## src/rtl/core/rccs_pkg.sv

```systemverilog
`timescale 1ns / 1ps
`default_nettype none

package rccs_pkg;

  // Channel count and derived widths.
  localparam int NUM_CH = 8;
  localparam int CH_W = (NUM_CH > 1) ? $clog2(NUM_CH) : 1;
  localparam int FRAME_CH = 8;
  localparam int SMP_W = 16;

  // Action codes on the input side.
  localparam logic [1:0] ACT_FRAME = 2'd0;
  localparam logic [1:0] ACT_START = 2'd1;
  localparam logic [1:0] ACT_STOP = 2'd2;

  // Result kinds on the output side.
  localparam logic [1:0] KIND_SCALED = 2'd0;
  localparam logic [1:0] KIND_RAW = 2'd1;
  localparam logic [1:0] KIND_STARTED = 2'd2;
  localparam logic [1:0] KIND_STOPPED = 2'd3;

  // Gain derivation: gain = DIV_NUM / (2 * span), saturating at GAIN_MAX.
  // Every span below GAIN_SAT_SPAN saturates, so the divider only runs at or above it.
  localparam logic [25:0] DIV_NUM = 26'd67107840;
  localparam int DIV_STEPS = 26;
  localparam logic [15:0] GAIN_MAX = 16'hFFFF;
  localparam logic [15:0] GAIN_SAT_SPAN = 16'd512;

  // Calibration start values.
  localparam logic signed [15:0] CAL_LOW_INIT = 16'sh7FFF;
  localparam logic signed [15:0] CAL_HIGH_INIT = 16'sh8000;

  // Throttle mapping offset.
  localparam logic signed [15:0] THR_OFFSET = 16'sd16384;
  localparam logic [2:0] THR_RESET = 3'd1;

  // Per-channel defaults after reset.
  localparam logic signed [15:0] DFLT_LOW [FRAME_CH] =
    '{16'sd1131, 16'sd1084, 16'sd1128, 16'sd1082, 16'sd1081, 16'sd1081, 16'sd1081, 16'sd1081};
  localparam logic signed [15:0] DFLT_MID [FRAME_CH] =
    '{16'sd1878, 16'sd1886, 16'sd1842, 16'sd1844, 16'sd1855, 16'sd1855, 16'sd1855, 16'sd1855};
  localparam logic signed [15:0] DFLT_HIGH [FRAME_CH] =
    '{16'sd2630, 16'sd2631, 16'sd2519, 16'sd2598, 16'sd2629, 16'sd2629, 16'sd2629, 16'sd2629};
  localparam logic signed [15:0] DFLT_CLO [FRAME_CH] =
    '{16'sd1131, 16'sd1141, 16'sd1165, 16'sd1090, 16'sd1081, 16'sd1081, 16'sd1081, 16'sd1081};
  localparam logic signed [15:0] DFLT_CHI [FRAME_CH] =
    '{16'sd2625, 16'sd2631, 16'sd2519, 16'sd2598, 16'sd2629, 16'sd2629, 16'sd2629, 16'sd2629};
  localparam logic [15:0] DFLT_GAIN [FRAME_CH] =
    '{16'd44918, 16'd45038, 16'd49562, 16'd44501, 16'd43351, 16'd43351, 16'd43351, 16'd43351};

  // Controller states.
  typedef enum logic [2:0] {
    ST_IDLE,
    ST_CAL,
    ST_SCALE,
    ST_DRAIN,
    ST_SPAN,
    ST_DIV,
    ST_GAIN,
    ST_FINISH
  } state_t;

  // Commands from the controller to the datapath.
  typedef struct packed {
    logic load;
    logic cal_step;
    logic scale_issue;
    logic span_step;
    logic div_step;
    logic gain_wr;
    logic out_load;
  } cmd_t;

  // Status from the datapath to the controller.
  typedef struct packed {
    logic ch_last;
    logic cal_mode;
    logic busy;
    logic small_span;
    logic div_last;
    logic out_free;
  } stat_t;

endpackage

`default_nettype wire

```

## src/rtl/core/rc_channel_calibrate_and_scale.sv

```systemverilog
`timescale 1ns / 1ps
`default_nettype none

// Channel   Signals                     Contents
// input     s_axis_t{valid,ready,data,user}  raw frame or calibration command
// output    m_axis_t{valid,ready,data,user}  scaled/raw frame or acknowledgement
// config    cfg_we, cfg_wdata           throttle channel index
//
// In a scaled frame, one channel enters the shared clamp/multiply/saturate
// pipeline per cycle, and the pipeline drains before the result is loaded.
// A stop command in calibration mode derives each channel's gain, using the
// one-bit-per-cycle gain divider for spans at or above GAIN_SAT_SPAN.
// Reset is synchronous and restores the default calibration table.
// A finished result waits in the output register; the next item is taken
// meanwhile, and only its completion waits for the output to be free.

module rc_channel_calibrate_and_scale (
  input  wire          clk,
  input  wire          rst,
  input  wire          s_axis_tvalid,
  output logic         s_axis_tready,
  input  wire  [127:0] s_axis_tdata,   // chan_0 .. chan_7, 16 bits each
  input  wire  [1:0]   s_axis_tuser,   // action
  output logic         m_axis_tvalid,
  input  wire          m_axis_tready,
  output logic [127:0] m_axis_tdata,   // out_0 .. out_7, 16 bits each
  output logic [2:0]   m_axis_tuser,   // result_kind[1:0], calibrating
  input  wire          cfg_we,
  input  wire  [2:0]   cfg_wdata       // throttle_channel
);
  import rccs_pkg::*;

  cmd_t cmd;
  stat_t stat;

  rccs_ctrl u_ctrl (
    .clk       (clk),
    .rst       (rst),
    .in_valid  (s_axis_tvalid),
    .in_action (s_axis_tuser),
    .in_ready  (s_axis_tready),
    .stat      (stat),
    .cmd       (cmd)
  );

  rccs_datapath u_dp (
    .clk       (clk),
    .rst       (rst),
    .cmd       (cmd),
    .stat      (stat),
    .in_action (s_axis_tuser),
    .in_data   (s_axis_tdata),
    .cfg_we    (cfg_we),
    .cfg_wdata (cfg_wdata),
    .out_ready (m_axis_tready),
    .out_valid (m_axis_tvalid),
    .out_data  (m_axis_tdata),
    .out_user  (m_axis_tuser)
  );

endmodule

`default_nettype wire

```

## src/rtl/core/rccs_ctrl.sv

```systemverilog
`timescale 1ns / 1ps
`default_nettype none

module rccs_ctrl (
  input  wire                 clk,
  input  wire                 rst,
  input  wire                 in_valid,
  input  wire  [1:0]          in_action,
  output logic                in_ready,
  input  rccs_pkg::stat_t     stat,
  output rccs_pkg::cmd_t      cmd
);
  import rccs_pkg::*;

  state_t state, state_next;

  // State register.
  always_ff @(posedge clk) begin
    if (rst) begin
      state <= ST_IDLE;
    end else begin
      state <= state_next;
    end
  end

  // Next state and commands.
  always_comb begin
    state_next = state;
    cmd = '0;
    in_ready = 1'b0;
    unique case (state)
      ST_IDLE: begin
        in_ready = 1'b1;
        if (in_valid) begin
          cmd.load = 1'b1;
          if (in_action == ACT_START) begin
            state_next = ST_FINISH;
          end else if (in_action == ACT_STOP) begin
            state_next = stat.cal_mode ? ST_SPAN : ST_FINISH;
          end else begin
            state_next = stat.cal_mode ? ST_CAL : ST_SCALE;
          end
        end
      end
      ST_CAL: begin
        cmd.cal_step = 1'b1;
        if (stat.ch_last) state_next = ST_FINISH;
      end
      ST_SCALE: begin
        cmd.scale_issue = 1'b1;
        if (stat.ch_last) state_next = ST_DRAIN;
      end
      ST_DRAIN: begin
        if (!stat.busy) state_next = ST_FINISH;
      end
      ST_SPAN: begin
        cmd.span_step = 1'b1;
        if (!stat.small_span) begin
          state_next = ST_DIV;
        end else if (stat.ch_last) begin
          state_next = ST_FINISH;
        end
      end
      ST_DIV: begin
        cmd.div_step = 1'b1;
        if (stat.div_last) state_next = ST_GAIN;
      end
      ST_GAIN: begin
        cmd.gain_wr = 1'b1;
        state_next = stat.ch_last ? ST_FINISH : ST_SPAN;
      end
      ST_FINISH: begin
        if (stat.out_free) begin
          cmd.out_load = 1'b1;
          state_next = ST_IDLE;
        end
      end
      default: state_next = ST_IDLE;
    endcase
  end

endmodule

`default_nettype wire

```

## src/rtl/core/rccs_datapath.sv

```systemverilog
`timescale 1ns / 1ps
`default_nettype none

module rccs_datapath (
  input  wire                 clk,
  input  wire                 rst,
  input  rccs_pkg::cmd_t      cmd,
  output rccs_pkg::stat_t     stat,
  input  wire  [1:0]          in_action,
  input  wire  [127:0]        in_data,
  input  wire                 cfg_we,
  input  wire  [2:0]          cfg_wdata,
  input  wire                 out_ready,
  output logic                out_valid,
  output logic [127:0]        out_data,
  output logic [2:0]          out_user
);
  import rccs_pkg::*;

  localparam logic signed [33:0] SAT_HI = 34'sd32767;
  localparam logic signed [33:0] SAT_LO = -34'sd32768;

  logic [2:0] throttle;
  logic cal_mode;
  logic [1:0] kind;
  logic [CH_W-1:0] ch;
  logic signed [15:0] samp [NUM_CH];
  logic signed [15:0] obuf [FRAME_CH];

  logic signed [15:0] raw_low [NUM_CH];
  logic signed [15:0] raw_mid [NUM_CH];
  logic signed [15:0] raw_high [NUM_CH];
  logic signed [15:0] clamp_low [NUM_CH];
  logic signed [15:0] clamp_high [NUM_CH];
  logic [15:0] gain [NUM_CH];

  // Current channel's view.
  logic signed [15:0] s_cur, lo_cur, mid_cur, hi_cur, clo_cur, chi_cur;
  assign s_cur = samp[ch];
  assign lo_cur = raw_low[ch];
  assign mid_cur = raw_mid[ch];
  assign hi_cur = raw_high[ch];
  assign clo_cur = clamp_low[ch];
  assign chi_cur = clamp_high[ch];

  // Half span of the learned range (the smaller side around mid), floored at zero.
  logic signed [16:0] span_a, span_b, span_m;
  logic [15:0] span;
  logic small_span;
  always_comb begin
    span_a = {hi_cur[15], hi_cur} - {mid_cur[15], mid_cur};
    span_b = {mid_cur[15], mid_cur} - {lo_cur[15], lo_cur};
    span_m = (span_a < span_b) ? span_a : span_b;
    span = span_m[16] ? 16'd0 : span_m[15:0];
    small_span = span < GAIN_SAT_SPAN;
  end

  // Restoring divider, one quotient bit per cycle.
  logic [16:0] rem, dvs;
  logic [25:0] quo;
  logic [4:0] dcnt;
  logic [17:0] rem_sh;
  logic [18:0] trial;
  assign rem_sh = {rem, quo[25]};
  assign trial = {1'b0, rem_sh} - {2'b00, dvs};

  always_ff @(posedge clk) begin
    if (cmd.span_step && !small_span) begin
      rem <= '0;
      quo <= DIV_NUM;
      dvs <= {span, 1'b0};
      dcnt <= '0;
    end else if (cmd.div_step) begin
      if (!trial[18]) begin
        rem <= trial[16:0];
        quo <= {quo[24:0], 1'b1};
      end else begin
        rem <= rem_sh[16:0];
        quo <= {quo[24:0], 1'b0};
      end
      dcnt <= dcnt + 5'd1;
    end
  end

  // Scaling pipeline, stage one: clamp and subtract the center.
  logic signed [15:0] v_clamp;
  always_comb begin
    if (s_cur < clo_cur) v_clamp = clo_cur;
    else if (s_cur > chi_cur) v_clamp = chi_cur;
    else v_clamp = s_cur;
  end

  logic vld1, vld2;
  logic [CH_W-1:0] idx1, idx2;
  logic signed [16:0] d1;
  logic [15:0] g1;
  logic signed [33:0] p2;

  always_ff @(posedge clk) begin
    if (rst) begin
      vld1 <= 1'b0;
      vld2 <= 1'b0;
    end else begin
      vld1 <= cmd.scale_issue;
      vld2 <= vld1;
    end
  end

  // Stage two: multiply by the gain.
  always_ff @(posedge clk) begin
    d1 <= {v_clamp[15], v_clamp} - {mid_cur[15], mid_cur};
    g1 <= gain[ch];
    idx1 <= ch;
    p2 <= $signed({1'b0, g1}) * d1;
    idx2 <= idx1;
  end

  // Stage three: floor shift, saturate and throttle mapping.
  logic signed [33:0] q;
  logic signed [15:0] q_sat, q_fin;
  logic thr_hit;
  always_comb begin
    q = p2 >>> 10;
    if (q > SAT_HI) q_sat = 16'sh7FFF;
    else if (q < SAT_LO) q_sat = 16'sh8000;
    else q_sat = q[15:0];
    thr_hit = ({1'b0, throttle} < 4'(NUM_CH)) && (throttle == 3'(idx2));
    q_fin = thr_hit ? ((q_sat >>> 1) + THR_OFFSET) : q_sat;
  end

  // Throttle register.
  always_ff @(posedge clk) begin
    if (rst) begin
      throttle <= THR_RESET;
    end else if (cfg_we) begin
      throttle <= cfg_wdata;
    end
  end

  // Input capture, result kind, channel counter and mode flag.
  always_ff @(posedge clk) begin
    if (rst) begin
      cal_mode <= 1'b0;
      ch <= '0;
    end else begin
      if (cmd.load) begin
        ch <= '0;
        if (in_action == ACT_START) cal_mode <= 1'b1;
        else if (in_action == ACT_STOP) cal_mode <= 1'b0;
      end else if (cmd.cal_step || cmd.scale_issue || cmd.gain_wr ||
                   (cmd.span_step && small_span)) begin
        ch <= ch + 1'b1;
      end
    end
  end

  always_ff @(posedge clk) begin
    if (cmd.load) begin
      for (int i = 0; i < NUM_CH; i++) samp[i] <= in_data[16*i +: 16];
      if (in_action == ACT_START) kind <= KIND_STARTED;
      else if (in_action == ACT_STOP) kind <= KIND_STOPPED;
      else kind <= cal_mode ? KIND_RAW : KIND_SCALED;
    end
  end

  // Result buffer, cleared for each item.
  always_ff @(posedge clk) begin
    if (cmd.load) begin
      for (int i = 0; i < FRAME_CH; i++) obuf[i] <= '0;
    end else begin
      if (cmd.cal_step) obuf[ch] <= s_cur;
      if (vld2) obuf[idx2] <= q_fin;
    end
  end

  // Calibration table.
  always_ff @(posedge clk) begin
    if (rst) begin
      for (int i = 0; i < NUM_CH; i++) begin
        raw_low[i] <= DFLT_LOW[i];
        raw_mid[i] <= DFLT_MID[i];
        raw_high[i] <= DFLT_HIGH[i];
        clamp_low[i] <= DFLT_CLO[i];
        clamp_high[i] <= DFLT_CHI[i];
        gain[i] <= DFLT_GAIN[i];
      end
    end else begin
      if (cmd.load && in_action == ACT_START) begin
        for (int i = 0; i < NUM_CH; i++) begin
          raw_low[i] <= CAL_LOW_INIT;
          raw_high[i] <= CAL_HIGH_INIT;
          raw_mid[i] <= '0;
        end
      end
      if (cmd.cal_step) begin
        if (s_cur < lo_cur) raw_low[ch] <= s_cur;
        else if (s_cur > hi_cur) raw_high[ch] <= s_cur;
        else if (mid_cur == 16'sd0) raw_mid[ch] <= s_cur;
      end
      if (cmd.span_step) begin
        clamp_low[ch] <= mid_cur - $signed(span);
        clamp_high[ch] <= mid_cur + $signed(span);
        if (small_span) gain[ch] <= GAIN_MAX;
      end
      if (cmd.gain_wr) gain[ch] <= quo[15:0];
    end
  end

  // Output register.
  always_ff @(posedge clk) begin
    if (rst) begin
      out_valid <= 1'b0;
    end else if (cmd.out_load) begin
      out_valid <= 1'b1;
    end else if (out_ready) begin
      out_valid <= 1'b0;
    end
  end

  always_ff @(posedge clk) begin
    if (cmd.out_load) begin
      for (int i = 0; i < FRAME_CH; i++) out_data[16*i +: 16] <= obuf[i];
      out_user <= {cal_mode, kind};
    end
  end

  assign stat.ch_last = (ch == CH_W'(NUM_CH - 1));
  assign stat.cal_mode = cal_mode;
  assign stat.busy = vld1 | vld2;
  assign stat.small_span = small_span;
  assign stat.div_last = (dcnt == 5'(DIV_STEPS - 1));
  assign stat.out_free = !out_valid || out_ready;

endmodule

`default_nettype wire
```

## config.mk

```make
export PLATFORM = sky130hd
export DESIGN_NAME = rc_channel_calibrate_and_scale
export DESIGN_NICKNAME = d
export VERILOG_FILES = /design/src/rtl/core/rccs_pkg.sv /design/src/rtl/core/rc_channel_calibrate_and_scale.sv /design/src/rtl/core/rccs_ctrl.sv /design/src/rtl/core/rccs_datapath.sv
export SDC_FILE = /design/constraint.sdc
export NUM_CORES = 2
export LEC_CHECK = 0
export ABC_AREA = 1
export BUFFER_PORTS_ARGS = -buffer_cell sky130_fd_sc_hd__buf_2
export CAP_MARGIN = 25
export CELL_PAD_IN_SITES_DETAIL_PLACEMENT = 1
export CELL_PAD_IN_SITES_GLOBAL_PLACEMENT = 1
export CORE_UTILIZATION = 54
export DETAILED_ROUTE_END_ITERATION = 7
export PLACE_DENSITY_LB_ADDON = 0.1
export SYNTH_ARGS = -nofsm -noshare
export SYNTH_HDL_FRONTEND = slang
export SYNTH_SLANG_ARGS = --single-unit
```

## constraint.sdc

```tcl
create_clock -name clk -period 12.9 [get_ports clk]
set_input_delay 0.645 -clock clk [delete_from_list [all_inputs] [get_ports clk]]
set_output_delay 0.645 -clock clk [all_outputs]
set_load 0.1 [all_outputs]
```

* After elaboration in Yosys (flattened, before gate mapping)
Memory sizes are Yosys's and may differ from the RTL's. A register that Yosys moved wholly into a read port is not among the register bits.
Cells that the tools add are included.
** Word-level totals
- Bits in registers :: 139
- Bits in latches :: 0
- RAM bits :: 1024
- Memory bits (read-only) :: 0
- Output and inout port bits :: 133
- Logic and storage cells :: 249
- Memories kept :: 8
** Memories
- u_dp.clamp_high :: words 8, bits a word 16, read ports 1, clocked after Yosys merged registers in 1, write ports 8, line rccs_datapath.sv:34 : logic signed [15:0] clamp_high [NUM_CH];
- u_dp.clamp_low :: words 8, bits a word 16, read ports 1, clocked after Yosys merged registers in 1, write ports 8, line rccs_datapath.sv:33 : logic signed [15:0] clamp_low [NUM_CH];
- u_dp.gain :: words 8, bits a word 16, read ports 1, clocked after Yosys merged registers in 1, write ports 8, line rccs_datapath.sv:35 : logic [15:0] gain [NUM_CH];
- u_dp.obuf :: words 8, bits a word 16, read ports 8, clocked after Yosys merged registers in 8, write ports 8, line rccs_datapath.sv:28 : logic signed [15:0] obuf [FRAME_CH];
- u_dp.raw_high :: words 8, bits a word 16, read ports 1, clocked after Yosys merged registers in 1, write ports 8, line rccs_datapath.sv:32 : logic signed [15:0] raw_high [NUM_CH];
- u_dp.raw_low :: words 8, bits a word 16, read ports 1, clocked after Yosys merged registers in 1, write ports 8, line rccs_datapath.sv:30 : logic signed [15:0] raw_low [NUM_CH];
- 2 more memories
** Cells by class
- $add $sub $neg :: 9
- Multipliers :: 1
- Divide/modulo/power cells :: 0
- Magnitude comparators :: 8
- Equal/unequal tests :: 17
- Shifts and indexed selects :: 0
- Muxes and demuxes :: 137
- Bitwise gates (word level) :: 26
- Reduce and logical (&&, ||, !) cells :: 25
** Operators by type and width (number)
- $mux W16 :: 39
- $reduce_or A16 Y1 :: 8
- $mux W3 :: 29
- $mux W1 :: 63
- $sub A16 B16 Y17 :: 3
- $mul A17 B17 Y34 :: 1
- $mux W17 :: 2
- $gt A16 B16 Y1 :: 2
- $lt A16 B16 Y1 :: 2
- $or A1 B1 Y1 :: 26
- $gt A24 B16 Y1 const B :: 1
- $lt A24 B16 Y1 const B :: 1
- $pmux W3 S8 :: 1
- $sub A18 B17 Y19 :: 1
- $lt A17 B17 Y1 :: 1
- $add A15 B16 Y16 const B :: 1
- $add A16 B16 Y16 :: 1
- $logic_not A16 Y1 :: 1
- $lt A16 B10 Y1 const B :: 1
- $sub A16 B16 Y16 :: 1
- $eq A3 B3 Y1 const B :: 5
- $ne A2 B2 Y1 const B :: 4
- $eq A3 B2 Y1 const B :: 2
- $mux W2 :: 3
- 16 further kinds :: 24

* Depth between registers and ports, before layout
- Word-level depth :: 12
- Depth in mapped cells :: 57
- Depth with buffers taken out :: 47

* Modules after synthesis
Synthesis repeated with hierarchy kept, for this count alone.
** Unflattened totals
- Cell total of the unflattened synthesis :: 6593
- Area total of the unflattened synthesis :: 67558.5 um2
** By module, submodules not included
- rccs_datapath :: instances 1, cells an instance 6522, area an instance 67138.1 um2, seq. area each 37465.9 um2
- rccs_ctrl :: instances 1, cells an instance 71, area an instance 420.4 um2, seq. area each 60.1 um2

* Worst setup path after synthesis
OpenSTA, ideal clock, no wires.
- Kind :: register to register
- Start :: register u_ctrl.state[2]
- End :: memory u_dp.obuf[0][0] (enable)
- Setup time :: 0.365 ns
- Arrival time :: 8.143 ns
- Required time :: 12.535 ns
- Path slack :: 4.392 ns
- Stages on the path, launching flop included :: 11
- Path buffers :: 2
- Period minus slack after synthesis :: 8.508 ns
- Cells stage by stage :: dfxtp_1 clkbuf_1 inv_1 nand2_1 nor2_1 inv_1 nand2_1 nor2_1 nand2_1 clkbuf_1 nand2_1
** RTL lines
- start: declaration :: line rccs_ctrl.sv:15 : state_t state, state_next;
- start signal: assignment :: line rccs_ctrl.sv:22 : state <= state_next;
- end: declaration :: line rccs_datapath.sv:28

==> flow_metrics.tcl <==
set metrics [dict create \
    drv_cap 0 \
    max_slew_margin 0.2678 \
    ys_warn_count 0 \
    vias 53140 \
    r2r_end "u_dp.clamp_low[7][15]" \
    avgSynthCellArea_um2 10.25 \
    grt_max_degree 185 \
    numCtsBuffers 141 \
    synthArstFlopShare 0 \
    cts_tree "built" \
    vias_per_cell 6.203 \
    clockRootBuffer "clkbuf_16" \
    crit_path_start_kind "register" \
    finalWirelength_um 238800 \
    hp-class "in2reg" \
    drt_iter0_markers 5275 \
    cts_sinks 1292 \
    dp_hpwl_um 153700 \
    gr-total-overflow 0 \
    crit_end "u_dp.clamp_low[7][15]" \
    synth_nets 7211 \
    setup_viol 0 \
    final_core_util 0.6149 \
    die_area_um2 125900 \
    path_clk_slew_ns 0.06 \
    critPathRequiredTime_ns 13.43 \
    initial_core_util 0.5437 \
    htree_levels 4 \
    syn_inst 6557 \
    rsz0062_at_grt "false" \
    antenna_left 0 \
    rows 129 \
    slew_viol_final 0 \
    clock_latency_ns 0.82 \
    status "complete, no violations" \
    synth_flop_cell "edfxtp_1" \
    synth.top_cell.area_share 0.5204 \
    whs_ns 0.03108 \
    syn2layout_area_growth_pct 13.09 \
    synthTopCellsByArea "edfxtp_1, fa_1, o21ai_0" \
    worstSetupEndpointType "register" \
    r2r_cells 37 \
    track_usage 0.3763 \
    coreArea_um2 123600 \
    cpMaxStageDelayCell "inv_8" \
    cts_setup_buffers 0 \
    ys_ff_latch 1292 \
    max_freq_mhz 99.32 \
    die_h_um 354.8 \
    fillers 13220 \
    r2r_slack_ns 2.83 \
    yosys.area.top_type "edfxtp_1" \
    layout-drive-gt1-share 0.09747 \
    grt_pass1_wl_um 351400 \
    path_max_fanout 160 \
    grt_pass1_vias 56110 \
    clk_path_buf_depth 3 \
    fin_cells 8567 \
    drc_errors 0 \
    holdPathStages 1 \
    tightest_slew_ns 1.095 \
    io_pins 271 \
    critPathKind "reg2reg" \
    drt-wirelength-per-cell_um 27.87 \
    netlist_area_um2 67220 \
    min_period_ns 10.07 \
    hp-start "s_axis_tdata[28]" \
    critPathArrivalTime_ns 10.60 \
    fp.dieW_um 354.8 \
    layout_worst_path_cycle_share 0.7805 \
    antenna_found_initial 18 \
    synth_seq_area_share 0.5583 \
    nNetsFinal 7461 \
    setup_tns_ns 0 \
    dp_cells 8188 \
    cpMostUsedCell "nand2_1" \
    synth_cell_types 58 \
    portBuffers 270 \
    fin_skew_ns 0.04400 \
    synth-edff-count 1165 \
    gp_congestion 0.9308 \
    dr.pass1.iters 5 \
    cpPeakStageDelay_ns 0.60 \
    hold_viol_final 0 \
]
## logic make-up (layout without fill, tap and decap cells)
kind of cell,count (synthesis),after routing,share of synthesized area
AND/OR/NAND/NOR,2129,2129,0.1267
AO/OA/AOI/OAI,1413,1413,0.1186
flip-flops,1292,1292,0.5583
buffers and inverters,1093,1461,0.06165
adder cells (fa/ha/maj),516,516,0.1199
XOR/XNOR,114,114,0.01485
other,0,5,0
## critical path: cells and delay by family (launching register included)
kind / cells / cell delay (ns)
AOI/OAI and AO/OA: 14 / 3.51
xor gates and xnor gates: 2 / 0.89
adders and majority gates: 3 / 1.13
buffers and inverters: 4 / 1.41
DFF: 1 / 0.49
and+or+nand+nor: 14 / 2.09
## cell usage after synthesis (all sizes together), types with 22 or more instances
cell,number
ha,302
dfxtp,127
nor2,911
a21oi,179
xor2,84
nand4,34
buf,41
o21ai,774
xnor2,30
nor3,22
inv,699
edfxtp,1165
nand3,105
nand2,1034
o221ai,33
o22ai,288
fa,214
clkbuf,350
## final cells by class
class | instances | area (um^2) | area share
sequential | 1292 | 37530 | 0.4938
clock buffer | 189 | 3822 | 0.05028
tap | 1637 | 2048 | 0.02694
antenna | 5 | 12.51 | 0.0001646
timing repair buffer | 498 | 3521 | 0.04632
multi-input combinational | 4172 | 25630 | 0.3371
inverter | 702 | 2650 | 0.03486
clock inverter | 72 | 803.3 | 0.01057
## stage by stage
stage | instance area (um^2) | setup slack, ns
5_1_grt | 76010 | 2.201
3_5_place_dp | 70200 | 3.131
3_3_place_gp | 70050 | 3.430
2_1_floorplan | 67220 | 4.392
4_1_cts | 75920 | 2.983
6_report | 76020 | 2.832
## sequential cells by signal (all words and copies together), names as in the netlist, 24 cells and up, named ones only
| register | flops |
|---|---|
| u_dp.clamp_high | 128 |
| u_dp.p2 | 24 |
| u_dp.raw_mid | 128 |
| u_dp.obuf | 128 |
| u_dp.samp | 128 |
| u_dp.raw_low | 128 |
| u_dp.quo | 26 |
| m_axis_tdata | 128 |
| u_dp.raw_high | 128 |
| u_dp.gain | 128 |
| u_dp.clamp_low | 120 |
## cell usage in the layout (no fill, tap or decap), types with 16 or more instances in the layout
master and n:
nand2_1 1014, a21oi_1 175, xnor2_1 30, o21ai_1 16, a31oi_1 16, clkinv_2 18, inv_1 692, buf_2 270
nand4_1 34, dlygate4sd3_1 109, a22oi_1 16, edfxtp_1 1165, o21ai_0 755, clkinv_1 25, clkbuf_16 144, dfxtp_1 124
clkbuf_1 40, ha_1 302, o22ai_1 288, nor2_1 897, fa_1 214, o221ai_1 33, o211ai_1 16, buf_4 109
nand3_1 96, xor2_1 84
## worst min path at each step
stage          slack, ns               end
2_1_floorplan       0.31      u_dp.idx2[0]
3_3_place_gp        0.31      u_dp.idx2[2]
3_5_place_dp        0.32      u_dp.idx2[0]
4_1_cts            0.001  u_dp.samp[3][12]
5_1_grt             0.01  u_dp.samp[1][12]
6_report            0.03  u_dp.samp[1][12]
## metal layers
layer	track usage	vias to the layer above	wire length, um
li1	-	22890	-
met1	0.4690	27070	89620
met2	0.6380	2558	118200
met3	0.06062	615	18930
met4	0.1862	10	12000
met5	0	-	54
## repair_timing
| item | in CTS | in global routing |
|---|---|---|
| hold endpoints to repair | 109 | 0 |
| hold buffers | 109 | 0 |
| gates resized for setup | 0 | 0 |
| endpoints found under the setup margin | 0 | 0 |
Power is left out: the tool's default activity adds up to more than one toggle a clock period on the data nets, which glitch-free logic cannot reach.
